## src/sv/npip_pkg.sv

```systemverilog
package npip_pkg;

    // Width of a tested term; terms above 2^VALUE_BITS - 1 end the walk.
    localparam int VALUE_BITS = 20;
    // Terms carry one extra bit so that term + step cannot wrap.
    localparam int TERM_BITS  = VALUE_BITS + 1;
    // Trial divisor: reaches just past sqrt(2^VALUE_BITS).
    localparam int DV_BITS    = (VALUE_BITS + 1) / 2 + 1;
    // Bit counter of the serial remainder unit.
    localparam int CNT_BITS   = $clog2(TERM_BITS);
    // Field widths of the transfer.
    localparam int START_BITS = 16;
    localparam int STEP_BITS  = 10;
    localparam int IDX_BITS   = 10;

    localparam logic [TERM_BITS-1:0] LIMIT = {1'b0, {VALUE_BITS{1'b1}}};

    typedef enum logic [3:0] {
        S_IDLE,
        S_GCD,
        S_GCD_DIV,
        S_TEST_INIT,
        S_TEST_CHK,
        S_TEST_DIV,
        S_HIT,
        S_MISS,
        S_DONE
    } t_state;

endpackage

```

## src/sv/nth_prime_in_progression_top.sv

```systemverilog
// Flow: Euclid on start and step runs one serial remainder per step, then each term
// is tried by a serial remainder for each trial divisor d with d*d <= term until a
// factor is found; a final state stages the result in the output register.
// Throughput: one item at a time; the next transfer is taken once the result is
// staged in the output register.
// Reset: synchronous, active low; clears the state machine and the output valid.
module nth_prime_in_progression_top (
    input  logic                              i_clk,
    input  logic                              i_rst_n,
    input  logic                              i_valid,
    output logic                              o_stall,
    input  logic [npip_pkg::START_BITS-1:0]   i_start_value,
    input  logic [npip_pkg::STEP_BITS-1:0]    i_step_size,
    input  logic [npip_pkg::IDX_BITS-1:0]     i_prime_index,
    output logic                              o_valid,
    input  logic                              i_stall,
    output logic [npip_pkg::VALUE_BITS-1:0]   o_prime_value,
    output logic                              o_overflow
);
    import npip_pkg::*;

    t_state                 r_state, n_state;
    logic [TERM_BITS-1:0]   r_term, n_term;
    logic [STEP_BITS-1:0]   r_step, n_step;
    logic [IDX_BITS-1:0]    r_want, n_want;
    logic [IDX_BITS-1:0]    r_found, n_found;
    logic                   r_walk, n_walk;
    logic [TERM_BITS-1:0]   r_ga, n_ga;
    logic [TERM_BITS-1:0]   r_gb, n_gb;
    logic [DV_BITS-1:0]     r_dv, n_dv;
    logic [TERM_BITS-1:0]   r_sq, n_sq;
    logic [TERM_BITS-1:0]   r_dsh, n_dsh;
    logic [TERM_BITS-1:0]   r_rem, n_rem;
    logic [CNT_BITS-1:0]    r_cnt, n_cnt;
    logic                   r_res_ovf, n_res_ovf;
    logic                   r_out_valid, n_out_valid;
    logic [VALUE_BITS-1:0]  r_prime_value, n_prime_value;
    logic                   r_overflow, n_overflow;

    logic [TERM_BITS-1:0]   divisor;
    logic [TERM_BITS:0]     rem_sh;
    logic [TERM_BITS:0]     rem_sub;
    logic [TERM_BITS-1:0]   rem_nx;
    logic                   start_over;

    // One restoring division step: bring in the next dividend bit, subtract if it fits.
    always_comb begin
        divisor = (r_state == S_GCD_DIV) ? r_gb : TERM_BITS'(r_dv);
        rem_sh  = {r_rem, r_dsh[TERM_BITS-1]};
        rem_sub = rem_sh - {1'b0, divisor};
        if (rem_sh >= {1'b0, divisor}) begin
            rem_nx = rem_sub[TERM_BITS-1:0];
        end else begin
            rem_nx = rem_sh[TERM_BITS-1:0];
        end
    end

    assign start_over = 32'(i_start_value) > 32'(LIMIT);

    // Next state and datapath updates.
    always_comb begin
        n_state       = r_state;
        n_term        = r_term;
        n_step        = r_step;
        n_want        = r_want;
        n_found       = r_found;
        n_walk        = r_walk;
        n_ga          = r_ga;
        n_gb          = r_gb;
        n_dv          = r_dv;
        n_sq          = r_sq;
        n_dsh         = r_dsh;
        n_rem         = r_rem;
        n_cnt         = r_cnt;
        n_res_ovf     = r_res_ovf;
        n_out_valid   = r_out_valid;
        n_prime_value = r_prime_value;
        n_overflow    = r_overflow;

        // The output register empties on a transfer.
        if (r_out_valid && !i_stall) begin
            n_out_valid = 1'b0;
        end

        case (r_state)
            S_IDLE: begin
                if (i_valid) begin
                    n_term  = TERM_BITS'(i_start_value);
                    n_step  = i_step_size;
                    n_want  = (i_prime_index == '0) ? IDX_BITS'(1) : i_prime_index;
                    n_found = '0;
                    n_ga    = TERM_BITS'(i_start_value);
                    n_gb    = TERM_BITS'(i_step_size);
                    if (start_over) begin
                        n_res_ovf = 1'b1;
                        n_state   = S_DONE;
                    end else if (i_step_size == '0) begin
                        n_walk  = 1'b0;
                        n_state = S_TEST_INIT;
                    end else begin
                        n_state = S_GCD;
                    end
                end
            end
            // Euclid on start and step; a common factor leaves only the first term.
            S_GCD: begin
                if (r_gb == '0) begin
                    if (r_ga > TERM_BITS'(1)) begin
                        n_walk = 1'b0;
                        if (r_want == IDX_BITS'(1)) begin
                            n_state = S_TEST_INIT;
                        end else begin
                            n_res_ovf = 1'b1;
                            n_state   = S_DONE;
                        end
                    end else begin
                        n_walk  = 1'b1;
                        n_state = S_TEST_INIT;
                    end
                end else begin
                    n_dsh   = r_ga;
                    n_rem   = '0;
                    n_cnt   = CNT_BITS'(TERM_BITS - 1);
                    n_state = S_GCD_DIV;
                end
            end
            S_GCD_DIV: begin
                n_dsh = {r_dsh[TERM_BITS-2:0], 1'b0};
                n_rem = rem_nx;
                n_cnt = r_cnt - CNT_BITS'(1);
                if (r_cnt == '0) begin
                    n_ga    = r_gb;
                    n_gb    = rem_nx;
                    n_state = S_GCD;
                end
            end
            // Start a primality test of the current term.
            S_TEST_INIT: begin
                if (r_term > LIMIT) begin
                    n_res_ovf = 1'b1;
                    n_state   = S_DONE;
                end else if (r_term < TERM_BITS'(2)) begin
                    n_state = S_MISS;
                end else begin
                    n_dv    = DV_BITS'(2);
                    n_sq    = TERM_BITS'(4);
                    n_state = S_TEST_CHK;
                end
            end
            S_TEST_CHK: begin
                if (r_sq > r_term) begin
                    n_state = S_HIT;
                end else begin
                    n_dsh   = r_term;
                    n_rem   = '0;
                    n_cnt   = CNT_BITS'(TERM_BITS - 1);
                    n_state = S_TEST_DIV;
                end
            end
            // Serial remainder of term by divisor; square tracks (d+1)^2 = d^2 + 2d + 1.
            S_TEST_DIV: begin
                n_dsh = {r_dsh[TERM_BITS-2:0], 1'b0};
                n_rem = rem_nx;
                n_cnt = r_cnt - CNT_BITS'(1);
                if (r_cnt == '0) begin
                    if (rem_nx == '0) begin
                        n_state = S_MISS;
                    end else begin
                        n_dv    = r_dv + DV_BITS'(1);
                        n_sq    = r_sq + TERM_BITS'({r_dv, 1'b1});
                        n_state = S_TEST_CHK;
                    end
                end
            end
            S_HIT: begin
                if (!r_walk || (r_found + IDX_BITS'(1)) == r_want) begin
                    n_res_ovf = 1'b0;
                    n_state   = S_DONE;
                end else begin
                    n_found = r_found + IDX_BITS'(1);
                    n_term  = r_term + TERM_BITS'(r_step);
                    n_state = S_TEST_INIT;
                end
            end
            S_MISS: begin
                if (!r_walk) begin
                    n_res_ovf = 1'b1;
                    n_state   = S_DONE;
                end else begin
                    n_term  = r_term + TERM_BITS'(r_step);
                    n_state = S_TEST_INIT;
                end
            end
            // Load the output register once it is free.
            S_DONE: begin
                if (!r_out_valid || !i_stall) begin
                    n_prime_value = r_res_ovf ? '0 : r_term[VALUE_BITS-1:0];
                    n_overflow    = r_res_ovf;
                    n_out_valid   = 1'b1;
                    n_state       = S_IDLE;
                end
            end
            default: begin
                n_state = S_IDLE;
            end
        endcase
    end

    // State register.
    always_ff @(posedge i_clk) begin
        if (!i_rst_n) begin
            r_state     <= S_IDLE;
            r_out_valid <= 1'b0;
        end else begin
            r_state     <= n_state;
            r_out_valid <= n_out_valid;
        end
    end

    // Datapath registers.
    always_ff @(posedge i_clk) begin
        r_term        <= n_term;
        r_step        <= n_step;
        r_want        <= n_want;
        r_found       <= n_found;
        r_walk        <= n_walk;
        r_ga          <= n_ga;
        r_gb          <= n_gb;
        r_dv          <= n_dv;
        r_sq          <= n_sq;
        r_dsh         <= n_dsh;
        r_rem         <= n_rem;
        r_cnt         <= n_cnt;
        r_res_ovf     <= n_res_ovf;
        r_prime_value <= n_prime_value;
        r_overflow    <= n_overflow;
    end

    assign o_stall       = (r_state != S_IDLE);
    assign o_valid       = r_out_valid;
    assign o_prime_value = r_prime_value;
    assign o_overflow    = r_overflow;

endmodule
```

## config.mk

```make
export PLATFORM = sky130hd
export DESIGN_NAME = nth_prime_in_progression_top
export DESIGN_NICKNAME = d
export VERILOG_FILES = /design/src/sv/npip_pkg.sv /design/src/sv/nth_prime_in_progression_top.sv
export SDC_FILE = /design/constraint.sdc
export NUM_CORES = 1
export LEC_CHECK = 0
export ABC_AREA = 1
export BUFFER_PORTS_ARGS = -buffer_cell sky130_fd_sc_hd__buf_2
export CAP_MARGIN = 20
export CELL_PAD_IN_SITES_DETAIL_PLACEMENT = 1
export CELL_PAD_IN_SITES_GLOBAL_PLACEMENT = 2
export CORE_ASPECT_RATIO = 0.9
export CORE_MARGIN = 3
export CORE_UTILIZATION = 38
export CTS_CLUSTER_DIAMETER = 60
export DETAILED_ROUTE_END_ITERATION = 6
export GPL_TIMING_DRIVEN = 0
export HOLD_SLACK_MARGIN = 0.02
export PLACE_DENSITY = 0.82
export SLEW_MARGIN = 20
export SYNTH_ARGS = -nofsm -noshare
export SYNTH_HDL_FRONTEND = slang
export SYNTH_SLANG_ARGS = --single-unit
```

## constraint.sdc

```tcl
create_clock -name i_clk -period 4.9 [get_ports i_clk]
set_clock_uncertainty 0.1 [all_clocks]
set_input_delay 1.225 -clock i_clk [delete_from_list [all_inputs] [get_ports i_clk]]
set_output_delay 1.225 -clock i_clk [all_outputs]
set_load 0.01 [all_outputs]
```

## Word-level counts from Yosys, hierarchy flattened

Index checks and enable logic that the tools add are counted.
Widths: inputs -> output; s select.

| operators by class | value |
|---|---|
| add/sub/neg operators | 6 |
| $lt $le $gt $ge | 5 |
| equal/unequal tests | 28 |
| multiplexer cells | 63 |
| reductions and logical operators | 31 |

Operator list:

| kind | number |
|---|---|
| $mux 21 | 16 |
| $pmux 21 s3 | 3 |
| $pmux 21 s2 | 3 |
| $mux 11 | 4 |
| $logic_not 21->1 | 2 |
| $mux 4 | 10 |
| $pmux 4 s9 | 1 |
| $ne 2x2->1 const B | 17 |
| $ge 22x21->1 | 1 |
| $pmux 11 s2 | 1 |
| $add 21x10->21 | 1 |
| $add 21x12->21 | 1 |
| $gt 21x1->1 const B | 1 |
| $gt 21x20->1 const B | 1 |
| $gt 21x21->1 | 1 |
| $lt 21x2->1 const B | 1 |
| $sub 21x21->21 | 1 |
| $logic_not 10->1 | 2 |
| $mux 10 | 2 |
| $pmux 10 s2 | 1 |
| $eq 4x3->1 const B | 4 |
| $pmux 5 s3 | 1 |
| $mux 1 | 13 |
| $reduce_and 4->1 | 3 |
| 26 further kinds | 42 |

| word-level totals | value |
|---|---|
| register bits | 200 |
| output and inout bits | 23 |

## Longest topological paths before layout

| logic depth | value |
|---|---|
| depth after elaboration | 8 |
| gate-level depth with buffers | 27 |
| depth with buffers taken out | 27 |

## Worst setup path after synthesis

Ideal clock, no wire load.

| path | value |
|---|---|
| path type | register -> register |
| start point | register r_state[3] |
| end point | register r_dv[0] (enable) |
| setup time | 391 ps |
| arrival | 3,855 ps |
| data required time | 4,409 ps |
| slack | 554 ps |
| stages on the path, launching flop included | 23 |
| buffers on the path | 2 |
| cell sequence | dfxtp_1 > nor2_1 > inv_1 > nor3_1 > clkbuf_1 > o21ai_0 > ha_1 > fa_1 > inv_1 > nand3_1 > nand3_1 > nand2_1 > nand2_2 > nand2_4 > nand2_4 > buf_6 > nand3_1 > nand2_1 > nor2_1 > nand2_1 > nor2_2 > a21oi_1 > o21a_1 |

| on the way | value |
|---|---|
| longest elaborated chain between the ends | 7 |
| elaborated cells on any way between the ends | 14 |
| those cells by class | add/sub: 1; order compare: 1; eq/ne: 7; mux: 2; reduce/logical: 3 |

RTL lines:

| element | line | source |
|---|---|---|
| from (decl) | nth_prime_in_progression_top.sv:22 | `t_state r_state, n_state;` |
| from (signal assigned) | nth_prime_in_progression_top.sv:215 | `r_state <= n_state;` |
| $eq 4x2->1 | nth_prime_in_progression_top.sv:48 | `divisor = (r_state == S_GCD_DIV) ? r_gb : TERM_BITS'(r_dv);` |
| $mux 21 | nth_prime_in_progression_top.sv:48 |  |
| $sub 21x21->21 / $ge 22x21->1 (equally long branches) | nth_prime_in_progression_top.sv:50, nth_prime_in_progression_top.sv:51 |  |
| $mux 21 | nth_prime_in_progression_top.sv:51 | `if (rem_sh >= {1'b0, divisor}) begin` |
| $logic_not 21->1 | nth_prime_in_progression_top.sv:166 | `if (rem_nx == '0) begin` |
| $ne 2x2->1 (no source line) | - |  |
| $reduce_and 5->1 (no source line) * | - |  |
| to (signal assigned) | nth_prime_in_progression_top.sv:229 | `r_dv <= n_dv;` |
| to (decl) | nth_prime_in_progression_top.sv:30 | `logic [DV_BITS-1:0] r_dv, n_dv;` |

Mark *: on every way between the ends. The rest lies on a longest branch, timed or not.
A chain may end at the register's enable or synchronous reset.

## Final worst setup path

| path | value |
|---|---|
| start point | register r_state[3] |
| end point | register r_dv[8] (enable) |

Same word-level chain as after synthesis.

==> impl_results.md <==
- Vias in the first global route: 10,300
- Period utilization: between 90% and 100%
- Antenna fix cells: 0
- # Max-Cap Violations: 0
- GRT overflow: 0
- Worst-path fanout max: 27
- Synthesized flop and latch total: 200
- Outcome: finished clean
- Worst R2R Start: r_state[3]
- Nature of the critical path startpoint: flip-flop
- DRT iter0 DRCs: 658
- Area Overhead vs Synth: 14.1%
- Hold Violations, Final: 0
- Yosys warning total: 0
- Post-Syn Area: 12,200 um^2
- Worst-path clk slew: 0.08 ns
- Synth Net Count: between 1,500 and 2,000
- Setup CP Type: flip-flop to flip-flop
- Post-CTS Hold Buffers: 0
- Hold Slack: slightly above 0.4 ns
- Worst endpoint required time: just under 5 ns
- Setup WS post-layout: roughly 0.27 ns
- Most frequent cells after synthesis: nand2_1 (341), edfxtp_1 (195), inv_1 (188), nor2_1 (159), o21ai_0 (82)
- Core area: about 31,000 um^2
- Max frequency: around 220 MHz
- Number of synthesized flops with an enable pin: ~200
- Main synth FF type: edfxtp_1
- DRC Markers: 0
- Final core utilization: 44.6%
- FP Rows: 61
- R2r setup slk: ~0.27 ns
- Crit path from: r_state[3]
- IR drop worst, VDD: 297 uV
- Antenna Nets Post-Route: 0
- Pwr dens: 647 nW/um^2
- Dpl cells: approximately 1,900
- H-tree levels: 4
- RD Place Congestion: between 0.8 and 0.9
- Crit path to: r_dv[8]
- Layout cells sized above 1: between 10% and 20%
- CP Capture Type: flip-flop
- Worst Hold Class: flip-flop to flip-flop
- Post-synth top area cell: edfxtp_1
- CTS tree: yes
- Final WL: about 39 mm
- CTS buffer count: 17
- DRT Pass-1 Iters: 5
- Post-synth ARST share: 0%
- Final Cell Area: approximately 14,000 um^2
- Clock Path Buffers: 2
- Largest net degree at the start of global routing: 28
- Initial antenna violation count: 0
- Final min period: 4.63 ns
- Worst R2R End: r_dv[8]
- Placed cell area: around 13,000 um^2
- Worst-skew pair later-pin latency: 0.47 ns
- Die area: roughly 34,000 um^2
- I/O pins: between 60 and 70
- Post-DR wirelength/cell: 20.3 um
- Register area share after synthesis: between 40 and 50%
- GRT Resource Usage Total: roughly 23%
- Worst Max-Slew Pin Slew: 0.867 ns
- IO buf count: just over 60
- Final setup fails: 0
- Post-Syn Instances: approximately 1,400
- Final Power: roughly 9 mW
- Chip Height: 176 um
- Die Span X: between 150 and 200 um
- Critical path data arrival time: approximately 4.7 ns
- Root Driver: clkbuf_16
- Number of distinct library cells after synthesis: 46
- Hpwl dp: 31.2 mm
- Initial core utilization: around two fifths
- R2r worst-path depth: 24
- Worst slack, placed: -0.371 ns
- Count leader, synth: nand2_1
- Setup TNS Final: 0 ns
- Leakage: about 5.9 nW
- Via-to-Cell Ratio: 5.34
- Largest cells by area after synthesis: edfxtp_1 (48%), nand2_1 (10%), ha_1 (6.8%)
- Area share of the largest cell type after synthesis: about half
- Via count: just over 10,000
- Nets: 1,632
- Syn Area/Cell: about 8.5 um^2
- Final Slew Violations: 0
- Finished Layout Cells: roughly 2,000
- Global-route wire length before repair: 60.0 mm
- Relative slew slack: a little over two fifths
- Sink Count: 200
## per-layer routing
layer,vias to the layer above,wire (um),global-route usage [%]
li1,4989,-,-
met1,5108,19000,33.0
met2,262,17900,36.1
met3,23,2110,3.93
met4,0,475,4.81
met5,-,0,0
## cell type report
type	count	area, um^2
Clock buffer	17	425
Fill cell	3728	17300
Tap cell	409	512
Buffer	39	193
Multi-Input combinational cell	992	5370
Clock inverter	15	199
Inverter	197	743
Timing Repair Buffer	76	515
Sequential cell	200	5960
## how the worst min path moves through the flow
stage               startpoint          to  slack [ns]  depth (start not counted)
detailed placement     o_valid     o_valid        0.39                          2
global placement       o_valid     o_valid        0.38                          2
finish                 o_valid     o_valid        0.40                          2
global route           o_valid     o_valid        0.44                          2
CTS                    o_valid     o_valid        0.40                          2
floorplan            r_res_ovf  o_overflow        0.35                          0
## cells by family (layout without fill, tap and decap cells)
kind of cell	after synthesis	in the layout	synth area share, %
flops	200	200	48.8
compound gates	205	205	9.36
xor+xnor	31	31	2.34
fa+ha+maj	69	69	7.27
simple gates	687	687	24.7
buf+inv	237	344	7.51
## power by group
| group | switching, mW | total (mW) | internal [mW] |
|---|---|---|---|
| clock network | 0.755 | 1.54 | 0.784 |
| registers | 0.353 | 3.03 | 2.68 |
| logic | 3.00 | 4.43 | 1.43 |
| total | 4.10 | 9.00 | 4.89 |
## worst max-delay path: stages (launching register included)
cell	delay (ns)
dfxtp_1	0.35
nor2_1	0.16
inv_1	0.15
nor3_4	0.24
buf_12	0.16
clkinvlp_4	0.07
buf_4	0.18
nor2_2	0.19
inv_1	0.09
ha_1	0.35
a21oi_1	0.28
o21a_1	0.14
nand2_1	0.10
nor2_4	0.26
nand2_4	0.15
buf_12	0.18
inv_2	0.05
nand2_1	0.04
nand2_1	0.16
nor2_1	0.07
nand2_1	0.09
nor2_2	0.05
a21oi_1	0.23
o21a_2	0.24
buf_12	0.21
## cell usage in the layout, fill, tap and decap left out, types with 14 or more instances in the layout
cell       count
a21oi_1       77
buf_2         62
clkbuf_1      32
clkbuf_16     17
edfxtp_1     195
ha_1          65
inv_1        186
nand2_1      341
nand2_2       23
nand3_1       62
nand3b_1      18
nand4_1       23
nor2_1       156
nor3_1        22
nor4_1        14
o21ai_0       82
xor2_1        18
## sequential cells by signal (all words and copies together), names as in the netlist
| register | count |
|---|---|
| r_rem | 21 |
| r_sq | 21 |
| r_step | 10 |
| r_term | 21 |
| o_prime_value | 20 |
| r_dv | 11 |
| o_overflow | 1 |
| o_valid | 1 |
| r_gb | 21 |
| r_found | 10 |
| r_cnt | 5 |
| r_walk | 1 |
| r_want | 10 |
| r_ga | 21 |
| r_state | 4 |
| r_dsh | 21 |
| r_res_ovf | 1 |
## repair_timing
item,4_1_cts,5_1_grt
buffers inserted,0,7
pin swaps,0,2
endpoints found under the setup margin,33,34
resized for setup,5,15
endpoints found under the hold margin,0,0
Power figures use the tool's default switching activity.
